### config.mk
export PLATFORM = sky130hd
export DESIGN_NAME = fcl_search_cell
export DESIGN_NICKNAME = d
export VERILOG_FILES = /design/src/hdl/assert_macros.svh /design/src/hdl/fcl_pkg.sv /design/src/hdl/fcl_search_cell.sv
export SDC_FILE = /design/constraint.sdc
export NUM_CORES = 1
export LEC_CHECK = 0
export BUFFER_PORTS_ARGS = -buffer_cell sky130_fd_sc_hd__buf_2
export CAP_MARGIN = 20
export CORE_ASPECT_RATIO = 2
export CORE_MARGIN = 2
export CORE_UTILIZATION = 28
export DETAILED_ROUTE_END_ITERATION = 8
export GPL_TIMING_DRIVEN = 0
export HOLD_SLACK_MARGIN = 0.03
export PLACE_DENSITY_LB_ADDON = 0.1
export SYNTH_ARGS = -nofsm -noshare
export SYNTH_HDL_FRONTEND = slang
export SYNTH_SLANG_ARGS = --single-unit
export TNS_END_PERCENT = 100
### constraint.sdc
create_clock -name i_clk -period 5.03 [get_ports i_clk]
set_input_delay 0.7545 -clock i_clk [delete_from_list [all_inputs] [get_ports i_clk]]
set_output_delay 0.7545 -clock i_clk [all_outputs]
set_load 0.1 [all_outputs]
### src/hdl/assert_macros.svh
// concurrent assertion helpers for the rtl
`ifndef ASSERT_MACROS_SVH
`define ASSERT_MACROS_SVH

// same-cycle implication
`define FCL_ASSERT_IMPL(label, clk, rst_n, ante, cons) \
    label: assert property (@(posedge clk) disable iff (!rst_n) (ante) |-> (cons)) \
        else $error("fcl assertion failed");

// next-cycle implication
`define FCL_ASSERT_NEXT(label, clk, rst_n, ante, cons) \
    label: assert property (@(posedge clk) disable iff (!rst_n) (ante) |=> (cons)) \
        else $error("fcl assertion failed");

`endif

### src/hdl/fcl_pkg.sv
`timescale 1ns / 1ps
package fcl_pkg;

    localparam int NONE_CODE_DEF   = 255;
    localparam int PLANE_COUNT_DEF = 6;
    localparam int COORD_WIDTH_DEF = 32;

    localparam int LOD_SHIFT    = 34;
    localparam int OFFSET_SHIFT = 16;
    localparam int CFG_IDX_W    = 3;

    localparam logic CMD_LOAD     = 1'b0;
    localparam logic CMD_CLASSIFY = 1'b1;

    localparam logic [1:0] COMP_OFFSET = 2'd3;

    localparam logic [31:0] EYE_RST            = 32'd0;
    localparam logic [31:0] LOD_SCALE_RST      = 32'd65536;
    localparam logic [7:0]  OUTSIDE_LEVELS_RST = 8'd2;
    localparam logic [7:0]  MAX_DEPTH_RST      = 8'd254;

    typedef enum logic [CFG_IDX_W-1:0] {
        CFG_EYE_X          = 3'd0,
        CFG_EYE_Y          = 3'd1,
        CFG_EYE_Z          = 3'd2,
        CFG_LOD_SCALE      = 3'd3,
        CFG_OUTSIDE_LEVELS = 3'd4,
        CFG_MAX_DEPTH      = 3'd5
    } t_cfg_idx;

    typedef struct packed {
        logic               command;
        logic [4:0]         coef_index;
        logic signed [31:0] coef_value;
        logic signed [31:0] box_min_x;
        logic signed [31:0] box_min_y;
        logic signed [31:0] box_min_z;
        logic signed [31:0] box_max_x;
        logic signed [31:0] box_max_y;
        logic signed [31:0] box_max_z;
        logic [7:0]         depth;
    } t_request;

    typedef struct packed {
        logic [7:0] mark_level;
        logic       is_outside;
    } t_result;

    typedef struct packed {
        logic               valid;
        logic               command;
        logic [4:0]         coef_index;
        logic signed [31:0] coef_value;
        logic [7:0]         depth;
        logic               too_deep;
        logic               outside;
    } t_chain_tag;

    typedef struct packed {
        logic       valid;
        logic [7:0] depth;
        logic       too_deep;
        logic       outside;
        logic       lhs_zero;
        logic       rhs_zero;
    } t_lod_tag;

endpackage

### src/hdl/fcl_search_cell.sv
`timescale 1ns / 1ps
module fcl_search_cell #(
    parameter int LW  = 102,
    parameter int RW  = 134,
    parameter int NB  = 6,
    parameter int BIT = 0
) (
    input  logic              i_clk,
    input  logic              i_rst_n,
    input  fcl_pkg::t_lod_tag i_tag,
    input  logic [NB-1:0]     i_n,
    input  logic [LW-1:0]     i_lhs,
    input  logic [RW-1:0]     i_rhs,
    output fcl_pkg::t_lod_tag o_tag,
    output logic [NB-1:0]     o_n,
    output logic [LW-1:0]     o_lhs,
    output logic [RW-1:0]     o_rhs
);
    localparam int XW = (LW > RW) ? LW : RW;

    logic [NB-1:0]     n_try, n_n, r_n;
    logic [NB:0]       n_sh;
    logic              n_fail;
    fcl_pkg::t_lod_tag r_tag;
    logic [LW-1:0]     r_lhs;
    logic [RW-1:0]     r_rhs;

    // test n + 2^bit - 1: lhs >= rhs * 4^n means this bit is needed
    always_comb begin
        n_try  = i_n | NB'((1 << BIT) - 1);
        n_sh   = {n_try, 1'b0};
        n_fail = !i_tag.lhs_zero && ((XW'(i_lhs) >> n_sh) >= XW'(i_rhs));
        n_n    = n_fail ? (i_n | NB'(1 << BIT)) : i_n;
    end

    always_ff @(posedge i_clk) begin
        if (!i_rst_n) begin
            r_tag.valid <= 1'b0;
        end else begin
            r_tag <= i_tag;
        end
    end

    always_ff @(posedge i_clk) begin
        r_n   <= n_n;
        r_lhs <= i_lhs;
        r_rhs <= i_rhs;
    end

    assign o_tag = r_tag;
    assign o_n   = r_n;
    assign o_lhs = r_lhs;
    assign o_rhs = r_rhs;

endmodule

# Yosys cells after proc, flatten, opt, wreduce, memory -nomap -nowiden
# Index checks and enable logic that the tools add are counted.
# word_totals
register_bits	255
input_bits	257
# op_classes
n_lt_le_gt_ge	1
shifts	1
reduce_logical	2
# ops
cell	n
greater-or-equal comparator 134 bit	1
right shift 102 x 7 -> 134 bit	1
logical AND 1 bit	1
logical NOT 1 bit	1

# Longest topological paths before layout
# depth
depth_word	3
ltp_mapped	18

# Least setup slack after synthesis
# Ideal clock, no wire load.
# synth_timing
kind	input -> register
start	input i_n[0]
end	register r_n[0] (netlist: o_n[0])
arrival_ns	3.925
setup_slack_ns	0.990
cell_stages	17
n_path_buf	3
path_cell_list	buf_6 buf_12 buf_4 mux4_2 mux2i_1 nand2_1 o21ai_0 mux2_2 nor2_1 ha_1 a21oi_1 nand2_1 a221o_1 or3_1 a311oi_1 o2111ai_1 and2_1
# synth_between
elab_chain_cells	3
# synth_lines
element	line	rtl
start: declaration	fcl_search_cell.sv:11	input logic [NB-1:0] i_n,
right shift 102 x 7 -> 134 bit	fcl_search_cell.sv:32	n_fail = !i_tag.lhs_zero && ((XW'(i_lhs) >> n_sh) >= XW'(i_rhs));
greater-or-equal comparator 134 bit	fcl_search_cell.sv:32	
logical AND 1 bit	fcl_search_cell.sv:32	
end signal: assignment	fcl_search_cell.sv:45	r_n <= n_n;
end: declaration	fcl_search_cell.sv:21	logic [NB-1:0] n_try, n_n, r_n;
# Parallel ways exist; a longest one is shown, timed or not.
# A chain may end at the register's enable or synchronous reset.

# Final worst setup path
# layout_timing
start	input i_n[2]
end	register r_n[0] (netlist: o_n[0])
# layout_between
elab_chain_cells	3
# layout_lines
element	line
right shift 102 x 7 -> 134 bit	fcl_search_cell.sv:32
greater-or-equal comparator 134 bit	fcl_search_cell.sv:32
logical AND 1 bit	fcl_search_cell.sv:32
# No other way between the ends.

==> qor_table.md <==
| Result | Reported |
|---|---|
| Run status | complete, no violations |
| Layout cells sized above 1 | 0.356 |
| Post-synth top area share | 0.354 |
| Source of the worst hold timing path | i_rhs[96] |
| Critical Path End Type | flop |
| Cell type contributing the most total cell area after synthesis | dfxtp_1 |
| Number of core rows | 114 |
| Worst-case vdd ir drop | 288 uV |
| Design Area, Final | 17,900 sq um |
| Startpoint of the worst setup timing path | i_n[2] |
| EDFF count, synth | 12 |
| Clock root buffer master | clkbuf_16 |
| Mean routed wirelength per cell | 26.8 um |
| Cts hold-fix bufs | 0 |
| Yosys warns | 0 |
| Worst Max-Slew Pin Slew | 1.07 ns |
| Die outline area | 51,000 sq um |
| TritonCTS buffer count | 23 |
| Cell-internal power | 0.00376 W |
| I/O pin count | 512 |
| Placed cell count | 2,576 |
| Die width | 161 um |
| Net count after synthesis | 1,787 |
| FF+latch count, synth | 255 |
| Pin count of the biggest net entering global routing | 17 |
| Last weighted congestion value of the routability-driven placer | 1.03 |
| Total gr overflow | 0 |
| Count of final max-slew check failures | 0 |
| Sw Pwr | 0.00250 W |
| Dominant register cell in the synthesized netlist | dfxtp_1 |
| Part of the cycle the worst path needs | 0.980 |
| Worst hold-check path type | input port to flop |
| Placeable core area | 48,400 sq um |
| Reported max-cap violation count | 0 |
| Post-synthesis async set-or-reset flop share | 0 |
| Initial antenna violation count | 2 |
| Static leakage | 8.68 nW |
| Top fanout value on the critical path | 10 |
| GR Util All Layers | 0.268 |
| Count of unresolved DRC violations after routing | 0 |
| Switching Share | 0.399 |
| Worst hold slack after final layout | 0.305 ns |
| Highest attainable clock frequency | 0.203 GHz |
| Sequential Area | 5230 sq um |
| Max_slew headroom | 0.282 |
| Post-placement cell area | 17,100 sq um |
| Most common library cell in the layout ignoring fill and taps | buf_2 |
| Hold violation count in the final report | 0 |
| Non-filler cells, final | 2,620 |
| Via count of the routed design | 13,444 |
| Clock power share | 0.296 |
| Kind of launch point of the worst setup path | input port |
| Global-route wire length before repair | 97.2 mm |
| Vias in the first global route | 13,918 |
| Buffers on Ports | 510 |
| Final wirelength | 70.2 mm |
| Post-detail-place hpwl | 60.6 mm |
| Portion of the post-synthesis area used by sequential elements | 0.380 |
| Total power draw | 0.00625 W |
| Effective utilization at floorplan | 0.284 |
| Drt first pass iters | 5 |
| Data required time of the worst path | 5.49 ns |
| Distinct cell type count after synthesis | 52 |
| Synthesized area | 13,700 sq um |
| CP arrival | 5.39 ns |
| Residual antenna-violating net count after detailed routing | 0 |
| Leading cell types by total area after synthesis | dfxtp_1 35%, mux4_2 13%, ha_1 9.3%, nand2_1 6.1%, mux2i_1 3.9% |
| Final number of setup-violating endpoints | 0 |
| Number of fill cells | 5,097 |
| Most frequent cells in the layout | 530 x buf_2, 243 x dfxtp_1, 224 x nand2_1, 139 x nor2_1, 104 x inv_1 |
| CTS tree | built |
| Critical path class | input port to flop |
| Power per Cell Area | 349 nW/um^2 |
| Clock-pin slew on the worst setup and hold paths | 0.07 ns |
| Vert. Die Dim | 317 um |
| Maximum clock path buffer count | 3 |
| Layout overhead on the synthesized area | 30.4% |
| Flop pwr share | 0.347 |
| Unrepaired setup endpoints after global routing | false |
| Mean area per synthesized cell | 9.62 sq um |
| Number of violations reported at the end of detailed-routing iteration 0 | 1,014 |
| DR vias/cell | 5.13 |
| Post-Synthesis Cells | 1,428 |
| Footprint of the multi-input gates | 7670 sq um |
| Final net count | 2,322 |
| Clock period minus final worst setup slack | 4.93 ns |
| # H-tree levels | 1 |
| Part of the power in combinational logic | 0.358 |
| TritonCTS sink count | 255 |
-- final cells by class --
class,instances,share of cell area
Antenna cell,2,0.000279
Buffer,87,0.0272
Multi-Input combinational cell,980,0.428
Clock buffer,31,0.0344
Sequential cell,255,0.292
Clock inverter,11,0.00908
Inverter,106,0.0222
Tap cell,638,0.0446
Timing Repair Buffer,510,0.142
-- repair_timing --
action                     CTS  global route
hold endpoints to repair     0             0
cloned                       0             0
setup buffers                0             0
gates resized for setup      2            13
setup endpoints to repair    1             1
-- cells by family after synthesis --
group,Yosys count,share of synthesized area
AO/OA/AOI/OAI,249,0.106
adder cells (fa/ha/maj),102,0.0929
buffers and inverters,193,0.0641
flip-flops,255,0.380
multiplexers,176,0.218
AND/OR/NAND/NOR,453,0.139
-- synth_stat cells (3+ instances only) --
cell type / count
mux4_2: 77
nor4_1: 12
a21oi_1: 89
o21ai_2: 4
mux2_2: 32
nand4_1: 18
a211oi_1: 3
nor2b_1: 8
nand2b_1: 3
buf_6: 6
o22ai_1: 32
ha_1: 102
inv_1: 104
and3_1: 6
buf_4: 7
buf_12: 3
a311oi_1: 3
nor3_1: 14
a221oi_1: 5
o211ai_1: 3
clkbuf_1: 39
nand2_1: 224
and4_1: 4
a31oi_1: 23
buf_1: 9
mux4_1: 14
o21ai_0: 55
a22oi_1: 4
nand3_1: 13
and2_1: 7
mux2i_1: 53
a211o_1: 3
buf_2: 21
nor2_1: 139
dfxtp_1: 243
a221o_1: 3
a21o_1: 4
edfxtp_1: 12
o21ai_1: 8
-- metal layers --
metal,global-route usage,share of wire
met1,0.240,0.31
met2,0.532,0.55
met3,0.0380,0.058
met4,0.202,0.087
met5,0,0
-- stage by stage --
| stage | utilization | setup TNS, ns | worst slack (ns) |
|---|---|---|---|
| CTS | 0.370 | 0 | 0.0175 |
| global placement | 0.353 | -0.670 | -0.670 |
| floorplan | - | 0 | 0.990 |
| detailed placement | 0.353 | -0.702 | -0.702 |
| global route | 0.370 | 0 | 0.0183 |
| finish | 0.370 | 0 | 0.100 |
-- state kept, by name (all words and copies together) (netlist names) --
| name | count |
|---|---|
| o_rhs | 134 |
| o_lhs | 102 |
| o_tag | 13 |
| o_n | 6 |
-- worst max-delay path: stages --
cell and delay (ns):
buf_2 0.12, clkbuf_1 0.17, inv_2 0.19, buf_2 0.37
clkbuf_1 0.63, nand2_1 0.10, nand2_1 0.15, nor2_1 0.05
nor3_1 0.31, a21oi_1 0.08, o22ai_1 0.31, ha_1 0.31
a21oi_1 0.15, nor2_1 0.06, a211oi_1 0.33, o211ai_1 0.13
a221oi_1 0.75, o2111ai_1 0.20, and2_1 0.19
-- power groups by stage --
stage | Sequential, W | Clock (W) | Combinational [W]
after global placement | 0.00221 | 0 | 0.00220
after global routing | 0.00218 | 0.00200 | 0.00233
after floorplan | 0.00304 | 0 | 0.000698
after CTS | 0.00217 | 0.00192 | 0.00222
after detailed placement | 0.00221 | 0 | 0.00222
final | 0.00217 | 0.00185 | 0.00224
-- final timing paths --
| path | end | slack [ns] | cells past startpoint |
|---|---|---|---|
| max | o_n[0]$_SDFF_PP1_ | 0.10 | 19 |
| min | o_rhs[96]$_DFF_P_ | 0.30 | 1 |
Note: power is estimated with default switching activity, not from simulation.
